$ cat src/hdl/hts_pkg.sv
// ----------------------------------------------------------------------------
// hts_pkg - shared definitions for the Horspool text search block
// Holds character and register widths, register index codes, the
// configuration bundle and helpers for pattern decoding.
// ----------------------------------------------------------------------------
package hts_pkg;

  localparam int unsigned CHAR_BITS     = 7;
  localparam int unsigned LENGTH_BITS   = 5;
  localparam int unsigned CFG_DATA_BITS = 64;
  localparam int unsigned CFG_IDX_BITS  = 2;
  localparam int unsigned PATTERN_BYTES = 16;
  localparam int unsigned PATTERN_BITS  = PATTERN_BYTES * 8;

  // Defaults for the top-level parameters.
  localparam int unsigned MAX_PATTERN_DEFAULT   = 16;
  localparam int unsigned POSITION_BITS_DEFAULT = 48;
  localparam int unsigned QUEUE_DEPTH_DEFAULT   = 2;

  // Register indexes of the configuration port.
  localparam logic [CFG_IDX_BITS-1:0] REG_PATTERN_LENGTH = 2'd0;
  localparam logic [CFG_IDX_BITS-1:0] REG_PATTERN_LOW    = 2'd1;
  localparam logic [CFG_IDX_BITS-1:0] REG_PATTERN_HIGH   = 2'd2;

  typedef struct packed {
    logic [LENGTH_BITS-1:0]  pattern_length;
    logic [PATTERN_BITS-1:0] pattern;
  } hts_cfg_t;

  // Working pattern length: zero acts as one, anything above the maximum
  // acts as the maximum.
  function automatic int unsigned eff_len(input logic [LENGTH_BITS-1:0] len,
                                          input int unsigned max_pat);
    int unsigned result;
    result = int'(len);
    if (len == '0) begin
      result = 1;
    end else if (int'(len) > max_pat) begin
      result = max_pat;
    end
    return result;
  endfunction

  // Pattern byte at a given place; places beyond the registers read as zero.
  function automatic logic [7:0] pat_byte(input logic [PATTERN_BITS-1:0] pat,
                                          input int unsigned idx);
    logic [7:0] result;
    result = 8'd0;
    if (idx < PATTERN_BYTES) begin
      result = pat[idx*8 +: 8];
    end
    return result;
  endfunction

endpackage

$ cat src/hdl/horspool_text_search_top.sv
// ----------------------------------------------------------------------------
// horspool_text_search_top - streaming Boyer-Moore-Horspool text search
// Searches a stream of 7-bit characters for a configured pattern and reports
// every compared text position of each right-to-left comparison.
// ----------------------------------------------------------------------------
//
//  Channel   Direction  Handshake              Payload
//  --------  ---------  ---------------------  ------------------------------
//  config    in         cfg_write              cfg_index, cfg_data
//  text      in         text_valid/text_stall  text_char, end_of_text
//  result    out        result_valid/stall     compared_position, last_of_run
//
// A text request is taken whenever the job queue has room; the front part
// updates the window and, when the window is aligned, queues a snapshot for
// comparison. The back part compares one character per cycle while the
// result side does not stall; an aligned window costs one to pattern_length
// comparisons there, and that comparison unit sets the sustained rate: one
// request per cycle while the queue has room, else one per comparison run.
// Reset is synchronous and active high; it loads a pattern length of one,
// an all-zero pattern and an empty window, and needs no clearing pass.
// A stall on the result side holds the registered result and, once the queue
// fills, raises text_stall; text_stall never depends on text_valid.
// Configuration writes are meant for idle periods and restart the stream.
// ----------------------------------------------------------------------------
module horspool_text_search_top import hts_pkg::*; #(
  parameter int unsigned MAX_PATTERN   = MAX_PATTERN_DEFAULT,
  parameter int unsigned POSITION_BITS = POSITION_BITS_DEFAULT,
  parameter int unsigned QUEUE_DEPTH   = QUEUE_DEPTH_DEFAULT
) (
  input  logic                     clk,
  input  logic                     rst,
  input  logic                     cfg_write,
  input  logic [CFG_IDX_BITS-1:0]  cfg_index,
  input  logic [CFG_DATA_BITS-1:0] cfg_data,
  input  logic                     text_valid,
  output logic                     text_stall,
  input  logic [CHAR_BITS-1:0]     text_char,
  input  logic                     end_of_text,
  output logic                     result_valid,
  input  logic                     result_stall,
  output logic [POSITION_BITS-1:0] compared_position,
  output logic                     last_of_run
);

  // One job is a window snapshot together with the position of its oldest
  // character.
  localparam int unsigned JOB_BITS = MAX_PATTERN * CHAR_BITS + POSITION_BITS;

  hts_cfg_t            cfg;
  logic                job_push;
  logic [JOB_BITS-1:0] job_push_data;
  logic                job_full;
  logic                job_pop;
  logic                job_valid;
  logic [JOB_BITS-1:0] job_head;

  // Front part: configuration registers, window and alignment tracking.
  hts_front #(
    .MAX_PATTERN   (MAX_PATTERN),
    .POSITION_BITS (POSITION_BITS)
  ) u_front (
    .clk         (clk),
    .rst         (rst),
    .cfg_write   (cfg_write),
    .cfg_index   (cfg_index),
    .cfg_data    (cfg_data),
    .text_valid  (text_valid),
    .text_stall  (text_stall),
    .text_char   (text_char),
    .end_of_text (end_of_text),
    .cfg         (cfg),
    .job_push    (job_push),
    .job_data    (job_push_data),
    .job_full    (job_full)
  );

  // The queue lets the front keep taking characters while a comparison run
  // is still draining through the result port.
  hts_queue #(
    .WIDTH (JOB_BITS),
    .DEPTH (QUEUE_DEPTH)
  ) u_queue (
    .clk       (clk),
    .rst       (rst),
    .push      (job_push),
    .push_data (job_push_data),
    .full      (job_full),
    .pop       (job_pop),
    .nonempty  (job_valid),
    .head_data (job_head)
  );

  // Back part: compares from the rightmost character leftwards and stops at
  // the first mismatch or after the full pattern.
  hts_back #(
    .MAX_PATTERN   (MAX_PATTERN),
    .POSITION_BITS (POSITION_BITS)
  ) u_back (
    .clk               (clk),
    .rst               (rst),
    .cfg               (cfg),
    .job_valid         (job_valid),
    .job_data          (job_head),
    .job_pop           (job_pop),
    .result_valid      (result_valid),
    .result_stall      (result_stall),
    .compared_position (compared_position),
    .last_of_run       (last_of_run)
  );

endmodule

$ cat src/hdl/hts_queue.sv
// ----------------------------------------------------------------------------
// hts_queue - short job queue between the front and back parts
// A small circular buffer of comparison jobs with registered occupancy.
// ----------------------------------------------------------------------------
module hts_queue import hts_pkg::*; #(
  parameter int unsigned WIDTH = 160,
  parameter int unsigned DEPTH = QUEUE_DEPTH_DEFAULT
) (
  input  logic             clk,
  input  logic             rst,
  input  logic             push,
  input  logic [WIDTH-1:0] push_data,
  output logic             full,
  input  logic             pop,
  output logic             nonempty,
  output logic [WIDTH-1:0] head_data
);

  localparam int unsigned PTR_BITS   = (DEPTH > 1) ? $clog2(DEPTH) : 1;
  localparam int unsigned COUNT_BITS = $clog2(DEPTH + 1);
  localparam logic [PTR_BITS-1:0]   PTR_LAST  = PTR_BITS'(DEPTH - 1);
  localparam logic [COUNT_BITS-1:0] COUNT_MAX = COUNT_BITS'(DEPTH);

  logic [WIDTH-1:0]      entries [DEPTH];
  logic [PTR_BITS-1:0]   rd_ptr;
  logic [PTR_BITS-1:0]   wr_ptr;
  logic [COUNT_BITS-1:0] count;

  assign full      = (count == COUNT_MAX);
  assign nonempty  = (count != '0);
  assign head_data = entries[rd_ptr];

  always_ff @(posedge clk) begin
    if (rst) begin
      rd_ptr <= '0;
      wr_ptr <= '0;
      count  <= '0;
    end else begin
      if (push) begin
        wr_ptr <= (wr_ptr == PTR_LAST) ? '0 : wr_ptr + PTR_BITS'(1);
      end
      if (pop) begin
        rd_ptr <= (rd_ptr == PTR_LAST) ? '0 : rd_ptr + PTR_BITS'(1);
      end
      if (push && !pop) begin
        count <= count + COUNT_BITS'(1);
      end else if (pop && !push) begin
        count <= count - COUNT_BITS'(1);
      end
    end
  end

  always_ff @(posedge clk) begin
    if (push) begin
      entries[wr_ptr] <= push_data;
    end
  end

  a_no_push_when_full: assert property (@(posedge clk) disable iff (rst)
    push |-> !full)
    else $error("job pushed into a full queue");

  a_no_pop_when_empty: assert property (@(posedge clk) disable iff (rst)
    pop |-> nonempty)
    else $error("job popped from an empty queue");

endmodule

$ cat src/hdl/hts_front.sv
// ----------------------------------------------------------------------------
// hts_front - configuration, text window and alignment tracking
// Accepts text characters, keeps the window and position, decides when the
// window is aligned and hands a snapshot to the comparison queue.
// ----------------------------------------------------------------------------
module hts_front import hts_pkg::*; #(
  parameter int unsigned MAX_PATTERN   = MAX_PATTERN_DEFAULT,
  parameter int unsigned POSITION_BITS = POSITION_BITS_DEFAULT,
  localparam int unsigned JOB_BITS     = MAX_PATTERN * CHAR_BITS + POSITION_BITS
) (
  input  logic                     clk,
  input  logic                     rst,
  input  logic                     cfg_write,
  input  logic [CFG_IDX_BITS-1:0]  cfg_index,
  input  logic [CFG_DATA_BITS-1:0] cfg_data,
  input  logic                     text_valid,
  output logic                     text_stall,
  input  logic [CHAR_BITS-1:0]     text_char,
  input  logic                     end_of_text,
  output hts_cfg_t                 cfg,
  output logic                     job_push,
  output logic [JOB_BITS-1:0]      job_data,
  input  logic                     job_full
);

  localparam int unsigned LEN_BITS = $clog2(MAX_PATTERN + 1);
  localparam logic [POSITION_BITS-1:0] POS_MAX = {POSITION_BITS{1'b1}};

  logic [LENGTH_BITS-1:0]   pattern_length;
  logic [CFG_DATA_BITS-1:0] pattern_chars_low;
  logic [CFG_DATA_BITS-1:0] pattern_chars_high;

  logic [CHAR_BITS-1:0]     window [MAX_PATTERN];
  logic [CHAR_BITS-1:0]     window_next [MAX_PATTERN];
  logic [LEN_BITS-1:0]      fill;
  logic [LEN_BITS-1:0]      fill_next;
  logic [POSITION_BITS-1:0] position;
  logic [POSITION_BITS-1:0] position_next;
  logic [LEN_BITS-1:0]      chars_needed;
  logic [LEN_BITS-1:0]      chars_needed_next;

  logic [LEN_BITS-1:0]      m;
  logic [7:0]               pat_bytes [MAX_PATTERN];
  logic [LEN_BITS-1:0]      shift;
  logic                     accept;
  logic                     full_before;
  logic [LEN_BITS-1:0]      fill_after;
  logic [POSITION_BITS-1:0] position_after;
  logic [LEN_BITS-1:0]      needed_dec;
  logic                     fire;
  logic [LENGTH_BITS-1:0]   cfg_len_next;
  logic                     cfg_restart;

  assign cfg.pattern_length = pattern_length;
  assign cfg.pattern        = {pattern_chars_high, pattern_chars_low};

  assign m          = LEN_BITS'(eff_len(pattern_length, MAX_PATTERN));
  assign text_stall = job_full;
  assign accept     = text_valid && !text_stall;

  for (genvar i = 0; i < MAX_PATTERN; i++) begin : g_window
    assign pat_bytes[i] = pat_byte(cfg.pattern, i);
    if (i < MAX_PATTERN - 1) begin : g_mid
      always_comb begin
        if (LEN_BITS'(i + 1) < m) begin
          window_next[i] = window[i + 1];
        end else if (LEN_BITS'(i + 1) == m) begin
          window_next[i] = text_char;
        end else begin
          window_next[i] = window[i];
        end
      end
    end else begin : g_top
      assign window_next[i] = (LEN_BITS'(i + 1) == m) ? text_char : window[i];
    end
    assign job_data[i*CHAR_BITS +: CHAR_BITS] = window_next[i];
  end

  // Horspool shift for the character that now closes the window: the
  // rightmost occurrence among the first m-1 pattern places wins.
  always_comb begin
    shift = m;
    for (int j = 0; j < MAX_PATTERN - 1; j++) begin
      if ((LEN_BITS'(j + 1) < m) && (pat_bytes[j] == {1'b0, text_char})) begin
        shift = m - LEN_BITS'(j + 1);
      end
    end
  end

  always_comb begin
    full_before    = (fill >= m);
    fill_after     = full_before ? fill : fill + LEN_BITS'(1);
    position_after = position;
    if (full_before && (position != POS_MAX)) begin
      position_after = position + POSITION_BITS'(1);
    end
    needed_dec = (chars_needed != '0) ? chars_needed - LEN_BITS'(1) : '0;
    fire       = (needed_dec == '0) && (fill_after >= m);

    fill_next         = fill_after;
    position_next     = position_after;
    chars_needed_next = fire ? shift : needed_dec;
    if (end_of_text) begin
      fill_next         = '0;
      position_next     = POSITION_BITS'(1);
      chars_needed_next = m;
    end
  end

  assign job_push = accept && fire;
  assign job_data[JOB_BITS-1 -: POSITION_BITS] = position_after;

  always_comb begin
    cfg_restart  = 1'b0;
    cfg_len_next = pattern_length;
    case (cfg_index)
      REG_PATTERN_LENGTH: begin
        cfg_restart  = 1'b1;
        cfg_len_next = cfg_data[LENGTH_BITS-1:0];
      end
      REG_PATTERN_LOW:  cfg_restart = 1'b1;
      REG_PATTERN_HIGH: cfg_restart = 1'b1;
      default:          cfg_restart = 1'b0;
    endcase
  end

  always_ff @(posedge clk) begin
    if (rst) begin
      pattern_length     <= LENGTH_BITS'(1);
      pattern_chars_low  <= '0;
      pattern_chars_high <= '0;
      fill               <= '0;
      position           <= POSITION_BITS'(1);
      chars_needed       <= LEN_BITS'(1);
    end else if (cfg_write) begin
      case (cfg_index)
        REG_PATTERN_LENGTH: pattern_length     <= cfg_data[LENGTH_BITS-1:0];
        REG_PATTERN_LOW:    pattern_chars_low  <= cfg_data;
        REG_PATTERN_HIGH:   pattern_chars_high <= cfg_data;
        default:            pattern_length     <= pattern_length;
      endcase
      if (cfg_restart) begin
        fill         <= '0;
        position     <= POSITION_BITS'(1);
        chars_needed <= LEN_BITS'(eff_len(cfg_len_next, MAX_PATTERN));
      end
    end else if (accept) begin
      fill         <= fill_next;
      position     <= position_next;
      chars_needed <= chars_needed_next;
    end
  end

  always_ff @(posedge clk) begin
    if (accept) begin
      window <= window_next;
    end
  end

endmodule

$ cat src/hdl/hts_back.sv
// ----------------------------------------------------------------------------
// hts_back - right-to-left comparison engine
// Takes one window snapshot at a time and emits one compared position per
// cycle unless result_stall holds it, through a registered output stage.
// ----------------------------------------------------------------------------
module hts_back import hts_pkg::*; #(
  parameter int unsigned MAX_PATTERN   = MAX_PATTERN_DEFAULT,
  parameter int unsigned POSITION_BITS = POSITION_BITS_DEFAULT,
  localparam int unsigned JOB_BITS     = MAX_PATTERN * CHAR_BITS + POSITION_BITS
) (
  input  logic                     clk,
  input  logic                     rst,
  input  hts_cfg_t                 cfg,
  input  logic                     job_valid,
  input  logic [JOB_BITS-1:0]      job_data,
  output logic                     job_pop,
  output logic                     result_valid,
  input  logic                     result_stall,
  output logic [POSITION_BITS-1:0] compared_position,
  output logic                     last_of_run
);

  localparam int unsigned LEN_BITS = $clog2(MAX_PATTERN + 1);
  localparam int unsigned IDX_BITS = (MAX_PATTERN > 1) ? $clog2(MAX_PATTERN) : 1;
  localparam logic [POSITION_BITS-1:0] POS_MAX = {POSITION_BITS{1'b1}};

  logic                     busy;
  logic [IDX_BITS-1:0]      j;
  logic [CHAR_BITS-1:0]     job_window [MAX_PATTERN];
  logic [POSITION_BITS-1:0] job_start;

  logic [LEN_BITS-1:0]      m;
  logic [IDX_BITS-1:0]      m_last;
  logic [7:0]               pat_bytes [MAX_PATTERN];
  logic                     can_emit;
  logic                     emit;
  logic                     match;
  logic                     done;
  logic [POSITION_BITS:0]   pos_sum;
  logic [POSITION_BITS-1:0] pos_sat;

  for (genvar i = 0; i < MAX_PATTERN; i++) begin : g_pat
    assign pat_bytes[i] = pat_byte(cfg.pattern, i);
  end

  assign m        = LEN_BITS'(eff_len(cfg.pattern_length, MAX_PATTERN));
  assign m_last   = IDX_BITS'(m - LEN_BITS'(1));
  assign can_emit = !result_valid || !result_stall;
  assign emit     = busy && can_emit;
  assign match    = ({1'b0, job_window[j]} == pat_bytes[j]);
  assign done     = emit && (!match || (j == '0));
  assign job_pop  = job_valid && (!busy || done);
  assign pos_sum  = {1'b0, job_start} + (POSITION_BITS + 1)'(j);
  assign pos_sat  = pos_sum[POSITION_BITS] ? POS_MAX : pos_sum[POSITION_BITS-1:0];

  always_ff @(posedge clk) begin
    if (rst) begin
      busy         <= 1'b0;
      result_valid <= 1'b0;
    end else begin
      if (job_pop) begin
        busy <= 1'b1;
      end else if (done) begin
        busy <= 1'b0;
      end
      if (emit) begin
        result_valid <= 1'b1;
      end else if (can_emit) begin
        result_valid <= 1'b0;
      end
    end
  end

  always_ff @(posedge clk) begin
    if (emit) begin
      compared_position <= pos_sat;
      last_of_run       <= done;
    end
    if (job_pop) begin
      j         <= m_last;
      job_start <= job_data[JOB_BITS-1 -: POSITION_BITS];
      for (int i = 0; i < MAX_PATTERN; i++) begin
        job_window[i] <= job_data[i*CHAR_BITS +: CHAR_BITS];
      end
    end else if (emit) begin
      j <= j - IDX_BITS'(1);
    end
  end

  a_index_in_window: assert property (@(posedge clk) disable iff (rst)
    busy |-> (LEN_BITS'(j) < m))
    else $error("comparison index outside the pattern");

  a_run_steps_down: assert property (@(posedge clk) disable iff (rst)
    (result_valid && !result_stall && !last_of_run && (compared_position != POS_MAX))
    |=> (result_valid && (compared_position == $past(compared_position) - POSITION_BITS'(1))))
    else $error("run did not continue at the next lower position");

endmodule

$ cat config.mk
export PLATFORM = sky130hd
export DESIGN_NAME = horspool_text_search_top
export DESIGN_NICKNAME = d
export VERILOG_FILES = /design/src/hdl/hts_pkg.sv /design/src/hdl/horspool_text_search_top.sv /design/src/hdl/hts_queue.sv /design/src/hdl/hts_front.sv /design/src/hdl/hts_back.sv
export SDC_FILE = /design/constraint.sdc
export NUM_CORES = 1
export LEC_CHECK = 0
export BUFFER_PORTS_ARGS = -buffer_cell sky130_fd_sc_hd__buf_2
export CAP_MARGIN = 10
export CORE_ASPECT_RATIO = 1.5
export CORE_MARGIN = 3
export CORE_UTILIZATION = 35
export CTS_CLUSTER_SIZE = 8
export DETAILED_ROUTE_END_ITERATION = 6
export HOLD_SLACK_MARGIN = 0.06
export SYNTH_ARGS = -nofsm -noshare
export SYNTH_HDL_FRONTEND = slang
export SYNTH_HIERARCHICAL = 1
export SYNTH_SLANG_ARGS = --single-unit
$ cat constraint.sdc
create_clock -name clk -period 15.6 [get_ports clk]
set_clock_uncertainty 0.15 [all_clocks]
set_input_delay 2.34 -clock clk [delete_from_list [all_inputs] [get_ports clk]]
set_output_delay 2.34 -clock clk [all_outputs]
set_load 0.005 [all_outputs]
After elaboration in Yosys (flattened, before gate mapping)
Memories as Yosys holds them, arrays and structs flattened. A register that Yosys moved wholly into a read port is not among the register bits.
Index checks and enable logic that the tools add are counted.
Word-level totals
  memories: 2
  input bits: 79
  register bits after elaboration: 410
  RAM bits: 432
  word-level logic and storage cells: 253
Cells by class
  add/subtract/negate cells: 24
  equality and inequality tests: 37
  muxes and demuxes: 88
  magnitude comparators: 20
  bitwise logic cells: 1
  reduce and logical (&&, ||, !) cells: 50
Memories
  u_queue.entries: depth 2, width 160, read ports 1, clocked after Yosys merged registers in 1, wr ports 1, line hts_queue.sv:24  | logic [WIDTH-1:0] entries [DEPTH];
  u_back.job_window: depth 16, width 7, read ports 1, clocked after Yosys merged registers in 1, wr ports 16, line hts_back.sv:29  | logic [CHAR_BITS-1:0] job_window [MAX_PATTERN];
Operator list (number)
  2-to-1 mux 48 bit: 5
  2-to-1 mux 7 bit: 31
  2-to-1 mux 5 bit: 31
  equality test 8 x 7 -> 1 bit: 15
  adder 48 x 4 -> 49 bit: 1
  adder 48 x 1 -> 48 bit (second input constant): 1
  != test 48 bit (second input constant): 1
  equality test 4 x 5 -> 1 bit (first input constant): 8
  < comparator 4 x 5 -> 1 bit (first input constant): 8
  subtractor 5 x 4 -> 5 bit (second input constant): 8
  binary-select mux 8 bit (select 4 bit): 1
  logical AND 1 bit: 24
  equality test 3 x 5 -> 1 bit (first input constant): 4
  < comparator 3 x 5 -> 1 bit (first input constant): 4
  subtractor 5 x 3 -> 5 bit (second input constant): 4
  2-to-1 mux 8 bit: 2
  zero test 5 bit: 3
  2-to-1 mux 1 bit: 13
  2-to-1 mux 4 bit: 3
  nonzero test 2 bit: 6
  equality test 2 x 5 -> 1 bit (first input constant): 2
  >= comparator 5 bit: 2
  > comparator 5 bit (second input constant): 2
  < comparator 2 x 5 -> 1 bit (first input constant): 2
  24 further kinds: 39

Longest topological paths before layout
Gate-level depths: netlist (run 1).
  depth after elaboration: 24
  gate-level depth with buffers: 26
  depth with buffers taken out: 22

By module
Netlist (run 1), hierarchy kept.
Modules (own cells, without submodules)
  hts_front: times used 1, cells an instance 2016, area an instance 17106.4 sq um, seq. area each 7186.9 sq um
  hts_queue: times used 1, cells an instance 520, area an instance 12159.2 sq um, seq. area each 9709.3 sq um
  hts_back: times used 1, cells an instance 636, area an instance 10034.6 sq um, seq. area each 6516.2 sq um

Worst setup path before layout (run 1)
No wires, ideal clock.
  kind: reg-to-reg
  start: register u_front.pattern_length[1]
  end: memory u_queue.entries[0][0] (enable)
  slack: 3.343 ns
  arrival: 11.406 ns
  cell stages (with the launch flop): 23
  data required time: 14.749 ns
  library setup time: 0.701 ns
  buffers on the path: 4
  path through: dfxtp_1 buf_6 or3_4 nand2_1 nand2_1 inv_1 clkbuf_1 ha_1 nand2b_1 a21o_1 a21o_1 a21oi_1 o21a_1 clkbuf_1 buf_1 nand4_1 xnor2_1 ha_1 nand2_1 o21ai_0 nand2_1 nor2_1 nor2b_1
Between the ends
  cells in the longest elaborated chain, start to end: 10
  elaborated cells between the ends (all ways): 11
  classes of those cells: order compare: 3; mux: 5; reduce/logical: 3
RTL lines
  start: declaration: line hts_front.sv:29  | logic [LENGTH_BITS-1:0] pattern_length;
  start signal: assignment: line hts_front.sv:137  | REG_PATTERN_LENGTH: pattern_length <= cfg_data[LENGTH_BITS-1:0];
  start signal: assignment: line hts_front.sv:140  | default: pattern_length <= pattern_length;
  > comparator 5 bit: line hts_pkg.sv:38  | end else if (int'(len) > max_pat) begin
  2-to-1 mux 5 bit
  2-to-1 mux 5 bit (*)
  >= comparator 5 bit: line hts_front.sv:91  | full_before = (fill >= m);
  2-to-1 mux 5 bit: line hts_front.sv:92  | fill_after = full_before ? fill : fill + LEN_BITS'(1);
  >= comparator 5 bit (*): line hts_front.sv:98  | fire = (needed_dec == '0) && (fill_after >= m);
  logical AND 1 bit (*): line hts_front.sv:98
  logical AND 1 bit (*): line hts_front.sv:110  | assign job_push = accept && fire;
  named net job_push: line horspool_text_search_top.sv:50  | logic job_push;
  2-to-1 mux 1 bit (*): line hts_queue.sv:54  | if (push) begin
  2-to-1 mux 1 bit (not written as such) (*): line hts_queue.sv:55  | entries[wr_ptr] <= push_data;
  end: declaration: line hts_queue.sv:24
Mark *: on every way through the listed nets, which the timed path passes. The rest lies on a longest branch.

Final worst setup path (run 1)
  start: register u_front.pattern_length[4]
  end: memory u_queue.entries[1][14] (enable)
Same word-level chain as after synthesis.

==> results.py, run 1 <==
metrics = {
    "clock_tree": {
        "cts_resized": 0,
        "clkTransAtPathRegs_ns": 0.05,
        "insertion_delay_ns": 0.71,
        "cts_sinks": 847,
        "cts-buffers-inserted": 115,
        "cts.htree.levels": 3,
        "ctsHoldBuffers": 0,
        "clockBufferDepth": 3,
        "cts_setup_buffers": 0,
        "cts_root_buf": "clkbuf_16",
        "cts_tree": "done",
    },
    "synthesis": {
        "avgSynthCellArea_um2": 12.39,
        "synth-seq-area-share_pct": 59.57,
        "yosysWarnings": 6,
        "synthArstFlopShare_pct": 0,
        "syn-num-nets": 3283,
        "syn_area_mm2": 0.03930,
        "synth_cell_types": 94,
        "synth_top_flop_cell": "edfxtp_1",
        "synth_area_leaders": "edfxtp_1 49%, dfxtp_1 10%, nand2_1 4.4%, mux2_4 3.8%, mux2i_1 3.2%",
        "synth_top_area_share_pct": 49.28,
        "synth_edf_count": 645,
        "ys_ff_latch": 847,
        "synth_area_leader_cell": "edfxtp_1",
        "synthCells": 3172,
    },
    "sta": {
        "hold_slack_ns": 0.3047,
        "slew_headroom_pct": 20.97,
        "rsz0062_at_grt": "no",
        "setup_violations": 0,
        "fin_crit_sh_pct": 51.86,
        "slew_viol_final": 0,
        "max_freq_mhz": 123.6,
        "tightest_slew_ns": 1.185,
        "finalHoldViolations": 0,
        "setup_tns_ns": 0,
        "finalCriticalPeriod_ns": 8.090,
    },
    "floorplanning": {
        "initial_core_util_pct": 35.49,
        "core_area_mm2": 0.1107,
        "die_x_um": 279.6,
        "fp.dieH_um": 416.4,
        "die_area_mm2": 0.1164,
        "num_rows": 149,
        "io_pins": 130,
    },
    "worst_setup_path": {
        "criticalPathCategory": "flip-flop to flip-flop",
        "r2r-start": "u_front/pattern_length[4]$_SDFFE_PP0P_",
        "required_ns": 15.75,
        "cp.arrival_ns": 8.24,
        "cp-end-kind": "flip-flop",
        "worstReg2RegEnd": "u_queue/entries[1][14]$_DFFE_PP_",
        "r2r_slack_ns": 7.51,
        "reg2reg_depth": 20,
        "crit_path_start_kind": "flip-flop",
        "critPathMaxStageDelay_ns": 0.92,
        "path_cells": "buf_4 > clkinv_1 > nand2_1 > inv_1 > ha_1 > nand2b_1 > a21o_1 > a21o_1 > a21oi_1 > o21a_1 > mux2_2 > ha_1 > a21o_1 > a21oi_1 > o21ai_0 > nand2_1 > nor2_1 > and2_4 > buf_4 > buf_4",
        "slowest_stage": "buf_4",
        "critPathMaxFanout": 68,
    },
    "routing": {
        "via_per_inst": 5.423,
        "ant_nets": 0,
        "wl_per_cell_um": 23.04,
        "routed_wl_mm": 110.3,
        "vias": 25980,
        "met3WireLength_mm": 5.178,
        "dr_wl_met2_mm": 58.63,
        "dr.pass1.iters": 5,
        "drt_iter0_drc": 1944,
        "top_layer_used": "met5",
        "drc_errors": 0,
        "wl_met1_mm": 41.24,
    },
    "pwr": {
        "combPwrFrac_pct": 23.0,
        "switching_share_pct": 30.03,
        "p_leak_nw": 15.72,
        "clkPwrFrac_pct": 31.9,
        "ir_drop_v": 0.0001123,
        "power.density_mw_per_mm2": 162.0,
        "p_sw_w": 0.002167,
        "p_seq_share_pct": 45.1,
        "total_power_w": 0.007218,
        "p_int_w": 0.005050,
    },
    "status": {
        "status": "complete, no violations",
    },
    "global_route": {
        "antenna_found_initial": 11,
        "grt.overflow.total": 0,
        "grt.total_usage_pct": 18.59,
        "grt_pass1_wl_mm": 164.2,
        "grt_pass1_vias": 25850,
        "grt_max_degree": 161,
    },
    "finish": {
        "utilization_pct": 40.23,
        "multiInputGateArea_mm2": 0.01477,
        "fin_nets": 3387,
        "finalNonFillerCells": 4790,
        "drive_gt1_share_pct": 17.24,
        "regArea_mm2": 0.02342,
        "areaGrowthSynthToFinish_pct": 13.36,
        "nFillCells": 10470,
    },
    "place": {
        "dp_cells": 4593,
        "gp_congestion": 0.9003,
        "io_buffers": 129,
        "hpwl_mm": 73.80,
    },
    "run": {
        "cap_violations": 0,
    },
    "min_path": {
        "holdPathEnd": "u_front/pattern_chars_high[57]$_SDFFE_PP0P_",
        "min_path_cells": 2,
        "hold_class": "flip-flop to flip-flop",
        "hp-start": "u_front/pattern_chars_high[57]$_SDFFE_PP0P_",
    },
}
==> flip-flops by register name (all words and copies together) (netlist names), 2 cells and up, named ones only <==
register                    count
u_back/job_start               48
u_front/chars_needed            5
u_back/compared_position       48
u_back/job_window             112
u_front/fill                    5
u_front/pattern_chars_high     64
u_back/j                        4
u_front/window                112
u_front/position               48
u_queue/entries               320
u_queue/count                   2
u_front/pattern_length          5
u_front/pattern_chars_low      64
==> worst max-delay path by stage <==
stage                     cells past startpoint  slack, ns                                    from                          endpoint
after floorplan                              22       3.34  u_front/pattern_length[1]$_SDFFE_PP0P_   u_queue/entries[0][0]$_DFFE_PP_
after global placement                       20       7.68  u_front/pattern_length[4]$_SDFFE_PP0P_  u_queue/entries[1][14]$_DFFE_PP_
after detailed placement                     20       7.54  u_front/pattern_length[4]$_SDFFE_PP0P_  u_queue/entries[1][35]$_DFFE_PP_
after CTS                                    20       7.50  u_front/pattern_length[4]$_SDFFE_PP0P_  u_queue/entries[1][35]$_DFFE_PP_
after global routing                         20       6.89  u_front/pattern_length[4]$_SDFFE_PP0P_  u_queue/entries[1][14]$_DFFE_PP_
final                                        20       7.51  u_front/pattern_length[4]$_SDFFE_PP0P_  u_queue/entries[1][14]$_DFFE_PP_
==> synth_stat cells, drive strengths merged, types with 16 or more instances <==
master / n
edfxtp: 645
nand2: 463
a21oi: 211
dfxtp: 202
mux2: 170
nor2: 146
mux2i: 124
o21ai: 117
xor2: 115
clkbuf: 114
xnor2: 92
buf: 85
nand3: 66
inv: 53
mux4: 49
a31oi: 46
nand4: 37
nor3: 37
and3: 32
ha: 31
nor4: 26
o22ai: 23
or3: 20
nand2b: 19
nor2b: 18
a21o: 16
a221oi: 16
and4: 16
==> area by class of cell <==
class                   instances  area share (%)
clock inverters                 6          0.2556
clock buffers                 188           7.075
repair buffers                186           2.443
multi-input cells            2071           33.15
well taps                    1434           4.028
inverters                      55          0.4690
flip-flops and latches        847           52.57
diodes                          3         0.01685
==> stage by stage <==
| step | setup slack (ns) | cell area, um^2 |
|---|---|---|
| floorplan | 3.343 | 39300 |
| global placement | 7.677 | 41280 |
| finish | 7.510 | 44550 |
| global route | 6.890 | 44550 |
| detailed placement | 7.535 | 41280 |
| CTS | 7.499 | 44540 |
==> power groups by stage <==
stage	logic, W	registers [W]	clock network, W
after floorplan	0.00116	0.00325	0
after CTS	0.00169	0.00326	0.00236
final	0.00166	0.00325	0.00230
after detailed placement	0.00168	0.00330	0
after global routing	0.00180	0.00330	0.00244
after global placement	0.00166	0.00329	0
==> routing by layer <==
layer  vias up  track usage [%]
met4        12            9.261
met3       269            2.584
met5         -                0
li1      11960                -
met2       851            34.33
met1     12890            20.77
==> placed cells by master, fill, tap and decap left out, drive strengths merged, types with 49 or more instances in the layout <==
cell and instances:
edfxtp 645, clkbuf 188, mux2i 124, mux2 170, xor2 115, nand3 66
nor2 146, inv 56, mux4 49, o21ai 117, xnor2 92, a21oi 211
dfxtp 202, nand2 463, buf 186
==> cells by family (layout without fill, tap and decap cells) <==
family                     after synthesis  after routing  synth area share (%)
other                                    0              3                     0
and+or+nand+nor                        934            934                 11.22
buffers and inverters                  254            435                 3.015
adders and majority gates               32             32                 1.038
muxes                                  343            343                 11.79
xor gates and xnor gates               207            207                 4.613
AOI/OAI and AO/OA                      555            555                 8.752
DFF                                    847            847                 59.57
==> worst max-delay path: cells and delay by family (launching register included) <==
| kind | cells | cell delay, ns |
|---|---|---|
| AOI/OAI and AO/OA | 7 | 1.78 |
| adders and majority gates | 2 | 0.63 |
| buffers and inverters | 5 | 2.77 |
| DFF | 1 | 0.30 |
| muxes | 1 | 0.43 |
| and+or+nand+nor | 5 | 1.54 |
No activity file was read; power rests on OpenSTA's default activity.
==> inputs of run 2 (changes only) <==
- clock period: 15.6 -> 7.9 ns (I/O delays scaled with it)
==> run 2 against run 1 <==
  * The run now ends with design-rule violations left
  * Worst setup slack got worse by 6.0 ns
  * Die area unchanged
  * Power is 100% higher
  * Sequential share of layout area is 0.20 points lower
  * Highest routed layer unchanged
==> results.py, run 2 (synthesis results as in run 1) <==
metrics = {
    "finish": {
        "regArea_mm2": 0.02342,
        "layout_commonest_cell": "edfxtp_1",
        "final_cell_mix": "645 x edfxtp_1, 462 x nand2_1, 207 x a21oi_1",
        "fin_nets": 3400,
        "drive_gt1_share_pct": 17.56,
        "multiInputGateArea_mm2": 0.01476,
        "top_register": "u_queue/entries",
        "areaGrowthSynthToFinish_pct": 13.79,
        "nFillCells": 10510,
        "largest_reg_flops": 320,
        "largestRegisters": "u_queue/entries x320, u_back/job_window x112, u_front/window x112",
    },
    "worst_setup_path": {
        "path_delay_family": "simple AND/OR/NAND/NOR gates",
        "critPathMaxFanout": 27,
        "reg2reg_depth": 22,
        "criticalPathCategory": "flip-flop to flip-flop",
        "r2r_slack_ns": 1.50,
        "slowest_stage": "nor2b_4",
        "critPathMaxStageDelay_ns": 0.76,
        "crit_path_start_kind": "flip-flop",
        "cp-end-kind": "flip-flop",
        "cpMostUsedCell": "buf_4",
        "r2r-start": "u_front/pattern_length[2]$_SDFFE_PP0P_",
        "required_ns": 8.11,
        "cp.arrival_ns": 6.60,
        "path_cells": "buf_4 > or3_4 > nand2_1 > nand2_1 > inv_1 > buf_4 > ha_1 > nand2b_1 > a21o_1 > a21o_1 > a21oi_1 > o21a_1 > buf_4 > mux2_2 > ha_1 > a21o_1 > a21oi_1 > o21ai_0 > nand2_1 > nor2_1 > nor2b_4 > buf_4",
        "crit_buf_inv": 5,
        "worstReg2RegEnd": "u_queue/entries[0][120]$_DFFE_PP_",
    },
    "pwr": {
        "clkPwrFrac_pct": 32.0,
        "p_seq_share_pct": 45.0,
        "p_leak_nw": 15.79,
        "combPwrFrac_pct": 23.0,
        "p_int_w": 0.01004,
        "switching_share_pct": 30.40,
        "power.density_mw_per_mm2": 322.6,
        "p_sw_w": 0.004386,
        "ir_drop_v": 0.0002515,
        "total_power_w": 0.01443,
    },
    "global_route": {
        "grt_pass1_vias": 26460,
        "grt_max_degree": 81,
        "grt_pass1_wl_mm": 169.0,
        "grt.total_usage_pct": 19.21,
        "antenna_found_initial": 12,
        "grt.overflow.total": 0,
    },
    "clock_tree": {
        "clkTransAtPathRegs_ns": 0.06,
        "cts-buffers-inserted": 116,
        "cts_tree": "done",
        "cts_setup_buffers": 0,
        "cts.htree.levels": 3,
        "ctsHoldBuffers": 0,
        "clockBufferDepth": 3,
        "cts_resized": 0,
        "insertion_delay_ns": 0.72,
        "cts_sinks": 847,
        "cts_root_buf": "clkbuf_16",
    },
    "routing": {
        "drc_errors": 16,
        "vias": 26110,
        "via_per_inst": 5.432,
        "drt_iter0_drc": 2053,
        "ant_nets": 0,
        "wl_per_cell_um": 23.50,
        "dr.pass1.iters": 7,
        "routed_wl_mm": 113.0,
    },
    "sta": {
        "setup_tns_ns": 0,
        "max_freq_mhz": 156.3,
        "setup_violations": 0,
        "rsz0062_at_grt": "no",
        "tightest_slew_ns": 1.208,
        "hold_slack_ns": 0.3066,
        "slew_viol_final": 0,
        "slew_headroom_pct": 18.86,
        "fin_ws_ns": 1.503,
        "fin_crit_sh_pct": 80.98,
        "finalCriticalPeriod_ns": 6.397,
        "finalHoldViolations": 0,
    },
    "place": {
        "io_buffers": 129,
        "hpwl_mm": 77.10,
        "pre_cts_slack_ns": 1.537,
        "gp_congestion": 0.9170,
    },
    "min_path": {
        "holdPathEnd": "u_front/position[17]$_SDFFE_PP0P_",
        "min_path_cells": 1,
        "hp-start": "u_front/position[17]$_SDFFE_PP0P_",
        "hold_class": "flip-flop to flip-flop",
    },
    "floorplanning": {
        "num_rows": 149,
        "die_area_mm2": 0.1164,
        "initial_core_util_pct": 35.49,
        "io_pins": 130,
        "core_area_mm2": 0.1107,
        "die_x_um": 279.6,
        "fp.dieH_um": 416.4,
    },
    "run": {
        "cap_violations": 0,
    },
    "status": {
        "violations": "design-rule violations",
        "status": "finished, violations left",
    },
}
-- run 2: stage by stage --
stage | instances | area, um^2 | utilization (%)
CTS | 4805 | 44720 | 40.38
global placement | 4605 | 41380 | 37.37
detailed placement | 4605 | 41380 | 37.37
floorplan | 3172 | 39320 | -
finish | 4807 | 44720 | 40.38
global route | 4807 | 44720 | 40.38
-- run 2: final cells by class --
type | instances | area share [%]
timing repair buffer | 198 | 2.691
multi-input combinational | 2071 | 33.00
tap | 1434 | 4.012
clock buffer | 193 | 7.207
clock inverter | 7 | 0.2490
sequential | 847 | 52.36
antenna | 2 | 0.01119
inverter | 55 | 0.4672
-- run 2: routing by layer --
metal	wire (um)	up-vias	share of wire, %	track usage (%)
met1	41330	13100	37	21.02
met2	61550	770	54	36.22
met5	81	-	0.072	0
li1	-	11980	-	-
met4	4967	14	4.4	8.880
met3	5032	250	4.5	2.820
-- run 2: worst max path at each step --
| stage | start | to | slack [ns] | cells after the start |
|---|---|---|---|---|
| 2_1_floorplan | u_front/pattern_length[1]$_SDFFE_PP0P_ | u_queue/entries[0][0]$_DFFE_PP_ | 0.49 | 22 |
| 3_3_place_gp | u_front/pattern_length[2]$_SDFFE_PP0P_ | u_queue/entries[0][125]$_DFFE_PP_ | 1.58 | 22 |
| 3_5_place_dp | u_front/pattern_length[2]$_SDFFE_PP0P_ | u_queue/entries[0][125]$_DFFE_PP_ | 1.54 | 22 |
| 4_1_cts | u_front/pattern_length[2]$_SDFFE_PP0P_ | u_queue/entries[0][127]$_DFFE_PP_ | 1.48 | 22 |
| 5_1_grt | u_front/pattern_length[2]$_SDFFE_PP0P_ | u_queue/entries[0][123]$_DFFE_PP_ | 1.02 | 22 |
| 6_report | u_front/pattern_length[2]$_SDFFE_PP0P_ | u_queue/entries[0][120]$_DFFE_PP_ | 1.50 | 22 |
-- run 2: worst reg2reg max path: stages, from the launching register on --
cell and delay [ns]:
dfxtp_1 0.29, buf_4 0.22, or3_4 0.42, nand2_1 0.09
nand2_1 0.14, inv_1 0.09, buf_4 0.23, ha_1 0.27
nand2b_1 0.14, a21o_1 0.17, a21o_1 0.17, a21oi_1 0.23
o21a_1 0.14, buf_4 0.25, mux2_2 0.39, ha_1 0.28
a21o_1 0.10, a21oi_1 0.06, o21ai_0 0.32, nand2_1 0.23
nor2_1 0.33, nor2b_4 0.76, buf_4 0.51
-- run 2: power by group through the flow --
stage | combinational (W) | sequential, W | clock [W]
after CTS | 0.00337 | 0.00651 | 0.00471
final | 0.00332 | 0.00650 | 0.00461
after floorplan | 0.00230 | 0.00637 | 0
after global routing | 0.00358 | 0.00658 | 0.00489
after global placement | 0.00331 | 0.00657 | 0
after detailed placement | 0.00336 | 0.00659 | 0
